--- config.mk ---
export PLATFORM = sky130hd
export DESIGN_NAME = private_timer_and_watchdog
export DESIGN_NICKNAME = d
export VERILOG_FILES = /design/src/hdl/ptwd_pkg.sv /design/src/hdl/ptwd_unit.sv /design/src/hdl/private_timer_and_watchdog.sv
export SDC_FILE = /design/constraint.sdc
export NUM_CORES = 1
export LEC_CHECK = 0
export BUFFER_PORTS_ARGS = -buffer_cell sky130_fd_sc_hd__buf_2
export CORE_ASPECT_RATIO = 1.5
export CORE_UTILIZATION = 45
export CTS_CLUSTER_DIAMETER = 200
export DETAILED_ROUTE_END_ITERATION = 10
export HOLD_SLACK_MARGIN = 0.08
export SLEW_MARGIN = 20
export SYNTH_ARGS = -nofsm -noshare
export SYNTH_HDL_FRONTEND = slang
export SYNTH_SLANG_ARGS = --single-unit
--- constraint.sdc ---
create_clock -name clk_i -period 5.4 [get_ports clk_i]
set_clock_uncertainty 0.1 [all_clocks]
set_input_delay 0.27 -clock clk_i [delete_from_list [all_inputs] [get_ports clk_i]]
set_output_delay 0.27 -clock clk_i [all_outputs]
set_load 0.005 [all_outputs]
--- src/hdl/ptwd_pkg.sv ---
// Shared types, register map and constants of the private timer and watchdog.
package ptwd_pkg;

  localparam int unsigned COUNT_WIDTH    = 32;
  localparam int unsigned PRESCALE_WIDTH = 8;
  localparam int unsigned PRESCALE_LSB   = 8;
  localparam int unsigned CTL_WIDTH      = PRESCALE_LSB + PRESCALE_WIDTH;

  // Commands carried by an input item.
  localparam logic [1:0] CMD_TICK  = 2'd0;
  localparam logic [1:0] CMD_WRITE = 2'd1;
  localparam logic [1:0] CMD_READ  = 2'd2;

  // Register offsets inside one counter unit.
  localparam logic [1:0] SUB_LOAD   = 2'd0;
  localparam logic [1:0] SUB_COUNT  = 2'd1;
  localparam logic [1:0] SUB_CTL    = 2'd2;
  localparam logic [1:0] SUB_STATUS = 2'd3;

  // Word index groups and the standalone watchdog registers.
  localparam logic [1:0] GRP_TIMER   = 2'b00;
  localparam logic [1:0] GRP_DOG     = 2'b10;
  localparam logic [3:0] REG_DOG_RST = 4'd12;
  localparam logic [3:0] REG_DOG_DIS = 4'd13;

  // Control register bits.
  localparam int unsigned CTL_ENABLE   = 0;
  localparam int unsigned CTL_RELOAD   = 1;
  localparam int unsigned CTL_IRQ_EN   = 2;
  localparam int unsigned CTL_DOG_MODE = 3;

  localparam logic [CTL_WIDTH-1:0] CTL_BASE_MASK =
      CTL_WIDTH'((1 << CTL_ENABLE) | (1 << CTL_RELOAD) | (1 << CTL_IRQ_EN)
                 | (((1 << PRESCALE_WIDTH) - 1) << PRESCALE_LSB));
  localparam logic [CTL_WIDTH-1:0] CTL_MODE_MASK = CTL_WIDTH'(1 << CTL_DOG_MODE);

  localparam logic [31:0] DIS_KEY1 = 32'h1234_5678;
  localparam logic [31:0] DIS_KEY2 = 32'h8765_4321;

  typedef struct packed {
    logic [1:0]  command;
    logic [3:0]  reg_index;
    logic [31:0] write_data;
  } in_item_t;

  typedef struct packed {
    logic [31:0] read_data;
    logic        timer_irq;
    logic        watchdog_irq;
    logic        system_reset;
  } out_item_t;

  // Request from the top level to one counter unit for the current item.
  typedef struct packed {
    logic        tick;
    logic        wr;
    logic [1:0]  sub;
    logic [31:0] data;
    logic        mode_clr;
  } unit_req_t;

  // Status of one counter unit.
  typedef struct packed {
    logic [31:0] rd_data;
    logic        irq;
    logic        dog_hit;
  } unit_stat_t;

endpackage

--- src/hdl/ptwd_unit.sv ---
// One prescaled countdown counter with its load, control and event registers.
module ptwd_unit (
  input  logic               clk_i,
  input  logic               rst_ni,
  input  logic               is_dog_i,
  input  ptwd_pkg::unit_req_t req_i,
  output ptwd_pkg::unit_stat_t stat_o
);
  import ptwd_pkg::*;

  logic [COUNT_WIDTH-1:0]    reload_q, reload_d;
  logic [COUNT_WIDTH-1:0]    count_q, count_d;
  logic [CTL_WIDTH-1:0]      ctl_q, ctl_d;
  logic                      event_q, event_d;
  logic [PRESCALE_WIDTH-1:0] presc_q, presc_d;
  logic                      hit;
  logic [PRESCALE_WIDTH-1:0] presc_max;
  logic                      dog_mode;

  assign presc_max = ctl_q[PRESCALE_LSB +: PRESCALE_WIDTH];
  assign dog_mode  = is_dog_i & ctl_q[CTL_DOG_MODE];

  always_comb begin
    reload_d = reload_q;
    count_d  = count_q;
    ctl_d    = ctl_q;
    event_d  = event_q;
    presc_d  = presc_q;
    hit      = 1'b0;
    if (req_i.tick && ctl_q[CTL_ENABLE]) begin
      if (presc_q != presc_max) begin
        presc_d = presc_q + PRESCALE_WIDTH'(1);
      end else begin
        presc_d = '0;
        if (count_q == '0) begin
          // A counter parked at zero reloads on its next count only in timer mode with auto-reload on.
          if (!dog_mode && ctl_q[CTL_RELOAD]) begin
            count_d = reload_q;
            if (reload_q == '0) begin
              event_d = 1'b1;
            end
          end
        end else begin
          count_d = count_q - COUNT_WIDTH'(1);
          if (count_q == COUNT_WIDTH'(1)) begin
            if (dog_mode) begin
              hit = 1'b1;
            end else begin
              event_d = 1'b1;
            end
          end
        end
      end
    end
    if (req_i.wr) begin
      unique case (req_i.sub)
        SUB_LOAD: begin
          reload_d = COUNT_WIDTH'(req_i.data);
          count_d  = COUNT_WIDTH'(req_i.data);
        end
        SUB_COUNT: begin
          count_d = COUNT_WIDTH'(req_i.data);
        end
        SUB_CTL: begin
          // The mode bit can be set by a write but never cleared by one.
          ctl_d = (CTL_WIDTH'(req_i.data) & CTL_BASE_MASK)
                | ({CTL_WIDTH{is_dog_i}} & CTL_MODE_MASK
                   & (CTL_WIDTH'(req_i.data) | ctl_q));
          presc_d = '0;
        end
        SUB_STATUS: begin
          if (req_i.data[0]) begin
            event_d = 1'b0;
          end
        end
        default: ;
      endcase
    end
    if (req_i.mode_clr) begin
      ctl_d[CTL_DOG_MODE] = 1'b0;
    end
  end

  always_comb begin
    unique case (req_i.sub)
      SUB_LOAD:   stat_o.rd_data = 32'(reload_q);
      SUB_COUNT:  stat_o.rd_data = 32'(count_q);
      SUB_CTL:    stat_o.rd_data = 32'(ctl_q);
      SUB_STATUS: stat_o.rd_data = {31'd0, event_q};
      default:    stat_o.rd_data = '0;
    endcase
    stat_o.irq     = event_d & ctl_d[CTL_IRQ_EN] & ~ctl_d[CTL_DOG_MODE];
    stat_o.dog_hit = hit;
  end

  always_ff @(posedge clk_i or negedge rst_ni) begin
    if (!rst_ni) begin
      reload_q <= '0;
      count_q  <= '0;
      ctl_q    <= '0;
      event_q  <= 1'b0;
      presc_q  <= '0;
    end else begin
      reload_q <= reload_d;
      count_q  <= count_d;
      ctl_q    <= ctl_d;
      event_q  <= event_d;
      presc_q  <= presc_d;
    end
  end

endmodule

--- src/hdl/private_timer_and_watchdog.sv ---
// Top level of the per-core private timer and watchdog.
//
//   Channel   Direction  Handshake                 Payload
//   in        into       in_valid_i / in_ready_o   in_item_i  (command, index, data)
//   out       out of     out_valid_o / out_ready_i out_item_o (read data, irq, reset)
//
// One item is accepted per cycle when the result register drains at the same rate.
// An accepted item waits in the input register, where it updates the counters and
// loads the result register; its result is valid once the result register is loaded
// and is held there until it is taken.
// Reset clears every register of both counters, the reset flag and the disable
// sequence. When the result register is stalled, the input register holds one
// item and input ready drops until the result is taken.
module private_timer_and_watchdog (
  input  logic               clk_i,
  input  logic               rst_ni,
  input  logic               in_valid_i,
  output logic               in_ready_o,
  input  ptwd_pkg::in_item_t in_item_i,
  output logic               out_valid_o,
  input  logic               out_ready_i,
  output ptwd_pkg::out_item_t out_item_o
);
  import ptwd_pkg::*;

  logic       in_vld_q;
  in_item_t   in_q;
  logic       out_vld_q;
  out_item_t  out_q, out_d;
  logic       advance;

  logic       is_wr, is_rd, is_tick;
  logic       hit_timer, hit_dog;
  unit_req_t  t_req, d_req;
  unit_stat_t t_stat, d_stat;

  logic       rst_flag_q, rst_flag_d;
  logic       armed_q, armed_d;
  logic       mode_clr;

  // The item in the input register is processed whenever the result register
  // is empty or being emptied in the same cycle.
  assign advance    = in_vld_q & (~out_vld_q | out_ready_i);
  assign in_ready_o = ~in_vld_q | advance;

  assign is_tick   = advance & (in_q.command == CMD_TICK);
  assign is_wr     = advance & (in_q.command == CMD_WRITE);
  assign is_rd     = in_q.command == CMD_READ;
  assign hit_timer = in_q.reg_index[3:2] == GRP_TIMER;
  assign hit_dog   = in_q.reg_index[3:2] == GRP_DOG;

  // Disable sequence: the first key arms it, the second key on the next write to
  // that register drops watchdog mode; any other write to that register except the
  // first key disarms it. Accesses to other registers leave the arming alone.
  always_comb begin
    armed_d  = armed_q;
    mode_clr = 1'b0;
    if (is_wr && in_q.reg_index == REG_DOG_DIS) begin
      if (armed_q && in_q.write_data == DIS_KEY2) begin
        mode_clr = 1'b1;
        armed_d  = 1'b0;
      end else begin
        armed_d = in_q.write_data == DIS_KEY1;
      end
    end
  end

  always_comb begin
    t_req.tick     = is_tick;
    t_req.wr       = is_wr & hit_timer;
    t_req.sub      = in_q.reg_index[1:0];
    t_req.data     = in_q.write_data;
    t_req.mode_clr = 1'b0;
    d_req.tick     = is_tick;
    d_req.wr       = is_wr & hit_dog;
    d_req.sub      = in_q.reg_index[1:0];
    d_req.data     = in_q.write_data;
    d_req.mode_clr = mode_clr;
  end

  ptwd_unit u_timer (
    .clk_i    (clk_i),
    .rst_ni   (rst_ni),
    .is_dog_i (1'b0),
    .req_i    (t_req),
    .stat_o   (t_stat)
  );

  ptwd_unit u_dog (
    .clk_i    (clk_i),
    .rst_ni   (rst_ni),
    .is_dog_i (1'b1),
    .req_i    (d_req),
    .stat_o   (d_stat)
  );

  // The reset flag is set when the watchdog runs out in watchdog mode and is
  // held until software clears it through the reset status register.
  always_comb begin
    rst_flag_d = rst_flag_q;
    if (d_stat.dog_hit) begin
      rst_flag_d = 1'b1;
    end else if (is_wr && in_q.reg_index == REG_DOG_RST && in_q.write_data[0]) begin
      rst_flag_d = 1'b0;
    end
  end

  // Reads return the state as it stood before this item; the interrupt and
  // reset lines show the state after it. Unused indexes read as zero.
  always_comb begin
    out_d.read_data = '0;
    if (is_rd) begin
      priority if (hit_timer) begin
        out_d.read_data = t_stat.rd_data;
      end else if (hit_dog) begin
        out_d.read_data = d_stat.rd_data;
      end else if (in_q.reg_index == REG_DOG_RST) begin
        out_d.read_data = {31'd0, rst_flag_q};
      end else begin
        out_d.read_data = '0;
      end
    end
    out_d.timer_irq    = t_stat.irq;
    out_d.watchdog_irq = d_stat.irq;
    out_d.system_reset = rst_flag_d;
  end

  always_ff @(posedge clk_i or negedge rst_ni) begin
    if (!rst_ni) begin
      in_vld_q   <= 1'b0;
      out_vld_q  <= 1'b0;
      rst_flag_q <= 1'b0;
      armed_q    <= 1'b0;
    end else begin
      if (in_ready_o) begin
        in_vld_q <= in_valid_i;
      end
      if (advance) begin
        out_vld_q  <= 1'b1;
        rst_flag_q <= rst_flag_d;
        armed_q    <= armed_d;
      end else if (out_ready_i) begin
        out_vld_q <= 1'b0;
      end
    end
  end

  always_ff @(posedge clk_i) begin
    if (in_ready_o && in_valid_i) begin
      in_q <= in_item_i;
    end
    if (advance) begin
      out_q <= out_d;
    end
  end

  assign out_valid_o = out_vld_q;
  assign out_item_o  = out_q;

endmodule

# After elaboration in Yosys (flattened, before gate mapping)
# Cells that the tools add are included.
# op_classes
n_addsub	4
eq_ne	14
muxes	61
bitwise_logic	17
n_reduce_logical	23
# ops
cell	n
$mux 32	14
$pmux 32 s4	2
$logic_not 32->1	4
$eq 32x1->1 const B	2
$mux 8	8
$sub 32x1->32 const B	2
$mux 1	33
$eq 32x29->1 const B	1
$eq 32x32->1 const B	1
$add 8x1->8 const B	2
$mux 4	4
$ne 8x8->1	2
$or 16x4->16	1
$reduce_and 2->1	5
$and 1x1->1	9
$eq 2x2->1 const B	4
$eq 4x4->1 const B	2
$logic_and 1x1->1	8
$logic_not 2->1	3
$eq 2x1->1 const B	2
$not 1->1	4
$or 4x4->4	1
$or 1x1->1	2
$reduce_bool 2->1	1
2 further kinds	2
# word_totals
register_bits	251
in_bits	42
output_inout_bits	37
wordCells	142

# Depth between registers and ports, before layout
# logic_depth
ltp_word	11
depth_mapped	11
mapped_depth_nobuf	8

# Hierarchy
# A second synthesis with hierarchy kept.
# unflattened
hier_cells	1391
area_unflattened_um2	13947.1
# by_module_without_submodules
module	instances	cells_each	area_per_inst_um2	seq_area_each_um2
ptwd_unit at u_timer	1	601	5506.5	2127.0
ptwd_unit at u_dog	1	595	5367.6	2127.0
private_timer_and_watchdog	1	195	3072.9	2292.2

# Worst setup path before layout
# Ideal clock, no wire load.
# synth_path
path_type	register to register
startpoint	register u_dog.count_q[0]
endpoint	register u_dog.count_q[15]
setup_ns	0.134
arrival_time_ns	2.653
required_ns	5.166
path_slack_ns	2.513
path_stages_with_launch	11
path_buffers	2
synth_period_minus_slack_ns	2.887
path_cell_list	dfrtp_1 -> inv_1 -> ha_1 -> or3b_1 -> clkbuf_1 -> or4_1 -> buf_4 -> nor3_4 -> nor2_1 -> a2111oi_1 -> nor3_1
# synth_via
elab_chain_cells	6
elab_cells_between_ends	7
cone_classes	1 x add/sub; 5 x mux; 1 x reduce/logical
# synth_lines
item	line_no	source
from (decl)	ptwd_unit.sv:12	logic [COUNT_WIDTH-1:0] count_q, count_d;
from (signal assigned)	ptwd_unit.sv:105	count_q <= count_d;
$sub 32x1->32 / $logic_not 32->1 (equally long branches)	ptwd_unit.sv:44, ptwd_unit.sv:35	
$mux 32 (*)	ptwd_unit.sv:35	if (count_q == '0) begin
$mux 32 (*)	ptwd_unit.sv:31	if (presc_q != presc_max) begin
$mux 32 (*)	ptwd_unit.sv:30	if (req_i.tick && ctl_q[CTL_ENABLE]) begin
$mux 32	ptwd_unit.sv:56	unique case (req_i.sub)
$mux 32 (*)	ptwd_unit.sv:55	if (req_i.wr) begin
net u_dog.count_d[15]	ptwd_unit.sv:12	
# Mark *: on every way through the listed nets, which the timed path passes. The rest lies on a longest branch.
# A chain may end at the register's enable or synchronous reset.

# Worst setup path after layout
# layout_path
startpoint	register in_q[35] (netlist bit)
endpoint	register u_dog.reload_q[13]
# layout_via
elab_chain_cells	3
# layout_lines
item	line_no	source
from (decl)	private_timer_and_watchdog.sv:27	in_item_t in_q;
from (signal assigned)	private_timer_and_watchdog.sv:150	in_q <= in_item_i;
$eq 2x2->1	private_timer_and_watchdog.sv:50	assign hit_dog = in_q.reg_index[3:2] == GRP_DOG;
$and 1x1->1	private_timer_and_watchdog.sv:75	d_req.wr = is_wr & hit_dog;
$reduce_and 2->1 (no line)	--	
to (signal assigned)	ptwd_unit.sv:104	reload_q <= reload_d;
to (decl)	ptwd_unit.sv:11	logic [COUNT_WIDTH-1:0] reload_q, reload_d;
# No other way between the ends.

==> impl_results.md <==
- Post-synth top flop: dfrtp_1
- Postcts setup bufs: 0
- Slowest CP cell: edfxtp_1
- Syn. warnings: 0
- Antenna violations before repair: 1
- Most frequent cells in the layout: dfrtp_1, nor2_1, mux2i_1
- PortBufs: 78
- Final nets: between 1000 and 1500
- CP startpoint kind: flip-flop
- Critical Path Sink: u_dog.reload_q[13]$_DFFE_PN0P_
- Crit path from: in_q[35]$_DFFE_PP_
- Initial Utilization: 0.4609
- First-pass DRT Iterations: 5
- Vias per std cell: 6.239
- Max stage delay on crit path: 0.93 ns
- Critical path type: flip-flop to flip-flop
- Relative slew slack: 0.2728
- Slew @ Worst Pin: 1.087 ns
- First-pass GRT wire length: 66.41 mm
- CP bufs+invs: 3
- Wire per inst: 24.56 um
- Area grow syn2layout: 14.82%
- Area of the multi-input gates: 6431 um2
- Unique masters post-synth: just over 80
- Crit path DAT: 4.50 ns
- CTS sink count: 247
- Final setup fails: 0
- Max Fclk: 240.6 MHz
- Top cells by area, synth: dfrtp_1, edfxtp_1, mux2_2
- CTS buffer count: 27
- Top-Level Pins: 79
- Total Routing Usage GR: 0.2940
- Vias in the first global route: 10990
- Layout cell share with drive strength beyond 1: 0.1898
- LEAKAGE: 6.344 nW
- Worst hold-check path type: input pin to asynchronous set/reset pin
- # H-tree levels: 1
- Syn Area/Cell: 10.49 um2
- Crit-path most repeated cell: buf_4
- Post-route antenna net violation count: 0
- Die width: 142.7 um
- Delay-heaviest family, CP: simple AND/OR/NAND/NOR gates
- Rows: 76
- Part of the Yosys area used for sequential elements: 0.4898
- R2R depth: 7
- DRT iter0 DRCs: 878
- Post-Synthesis Cells: 1274
- Maximum capacitance violations: 0
- Vias: roughly 11000
- Total power: ~5.6 mW
- Diode count: 0
- Critical path depth: 7
- Synth top area share: 0.3258
- FF-to-FF setup slack: 1.24 ns
- FF-to-FF Start: in_q[35]$_DFFE_PP_
- Max VDD drop: 278.7 uV
- Final hold vios: 0
- Critical path, cell by cell: inv_1, or3_1, or2_2, buf_4, nor2_2, buf_4, mux2_2
- CTS tree: done
- Die area: 30410 um2
- Register area: roughly 6500 um2
- FF-to-FF End: u_dog.reload_q[13]$_DFFE_PN0P_
- Largest net degree at the start of global routing: 175
- Dpl hpwl: slightly below 30 mm
- Mapped Area: 13370 um2
- Clock Root Buffer: clkbuf_16
- Final period util: 0.7697
- Fill cells: 2613
- GRT overflow: 0
- Synth Net Count: about 1300
- Async SR Flop Fraction: 0.7045
- Commonest non-fill, non-tap cell in the layout: dfrtp_1
- Synth area leader: dfrtp_1
- Max-slew violation count: 0
- DRT Wirelength: 43.34 mm
- Final Wtd Congestion: slightly above 0.9
- Clock transition at the registers of the reported paths: 0.06 ns
- Largest fanout on the critical path: 34
- Total negative setup slack: 0 ns
- #FFs+latches synth: 247
- Post-synth EDFFs: 73
- Clk Latency, worst-skew pair: 0.57 ns
- Status: completed
- Worst path required time: 5.75 ns
- Clock Tree Buf Depth: 3
- Pwr Density: 367.3 nW/um2
- Core area: 29000 um2
- Final period demand of the worst path: 4.156 ns
- CP Capture Type: flip-flop
- DRC Markers: 0
- RSZ-0062 raised after global routing: no
- Die H: ~210 um
## what timing repair did
action / CTS / global route
hold buffers: 42 / 0
gates resized for setup: 0 / 0
endpoints found under the hold margin: 214 / 0
## through the flow
step / hold slack (ns) / instances / instance area (um2) / util / worst slack [ns]
floorplan: -0.1256 / 1274 / 13370 / - / 2.513
global placement: 0.3471 / 1672 / 14050 / 0.4846 / 1.471
detailed placement: 0.3481 / 1672 / 14050 / 0.4846 / 1.367
CTS: 0.2985 / 1764 / 15310 / 0.5278 / 1.323
global route: 0.1203 / 1765 / 15350 / 0.5292 / 1.022
finish: 0.1006 / 1765 / 15350 / 0.5292 / 1.244
## routing by layer
metal	GRT usage	share of wire
met1	0.3622	0.40
met2	0.5083	0.50
met3	0.03947	0.059
met4	0.1361	0.044
met5	0	0.00039
## cells by family (layout without fill, tap and decap cells)
logic type | Yosys count | after routing | share of synthesized area
flops | 247 | 247 | 0.4898
compound gates | 255 | 255 | 0.1255
simple gates | 450 | 450 | 0.1804
mux | 177 | 177 | 0.1424
xor+xnor | 38 | 38 | 0.02490
buf+inv | 101 | 202 | 0.03145
fa+ha+maj | 6 | 6 | 0.005616
## cells in the mapped netlist, types with 18 or more instances
master,count
nor2_1,129
a21oi_1,67
a31oi_1,20
nand4_1,23
clkbuf_1,70
and2_1,25
nor4_1,37
xor2_1,20
dfrtp_1,174
nand3_1,30
edfxtp_1,73
mux2i_1,90
xnor2_1,18
o22ai_1,24
a211oi_1,27
nand2_1,73
o21ai_0,36
mux2_2,85
nor3_1,30
## state kept, by name (all words and copies together), names as in the netlist
name,count
u_dog.ctl_q,12
out_item_o,35
in_q,4
rst_flag_q,1
d_req,34
u_dog.count_q,32
armed_q,1
u_timer.presc_q,8
u_timer.ctl_q,12
u_timer.reload_q,32
u_timer.count_q,32
u_dog.reload_q,32
u_dog.event_q,1
u_dog.presc_q,8
in_vld_q,1
out_valid_o,1
u_timer.event_q,1
## tightest hold or removal path, stage by stage
cell	delay, ns
dlygate4sd3_1	0.54
buf_6	0.10
buf_12	0.23
## cell type report
class	count	area share
multi-input combinational	926	0.4190
tap	390	0.03180
sequential	247	0.4265
clock buffer	33	0.04549
timing repair buffer	141	0.06563
inverter	11	0.002690
clock inverter	17	0.008805
## where the power goes
part,switching [mW],total (mW),internal (mW)
combinational,0.651,1.17,0.520
sequential,0.449,2.66,2.21
clock,0.794,1.81,1.01
total,1.89,5.64,3.74
## worst min-delay path by stage
stage / start / slack (ns) / end / cells after the start
floorplan: rst_ni / -0.13 / armed_q$_DFFE_PN0P_ / 0
global placement: in_item_i[32] / 0.35 / d_req[33]$_DFFE_PP_ / 1
detailed placement: in_item_i[32] / 0.35 / d_req[33]$_DFFE_PP_ / 1
CTS: in_item_i[9] / 0.30 / d_req[10]$_DFFE_PP_ / 2
global route: rst_ni / 0.12 / u_dog.presc_q[5]$_DFF_PN0_ / 3
finish: rst_ni / 0.10 / u_dog.presc_q[5]$_DFF_PN0_ / 3
No activity file was read; power rests on OpenSTA's default activity.
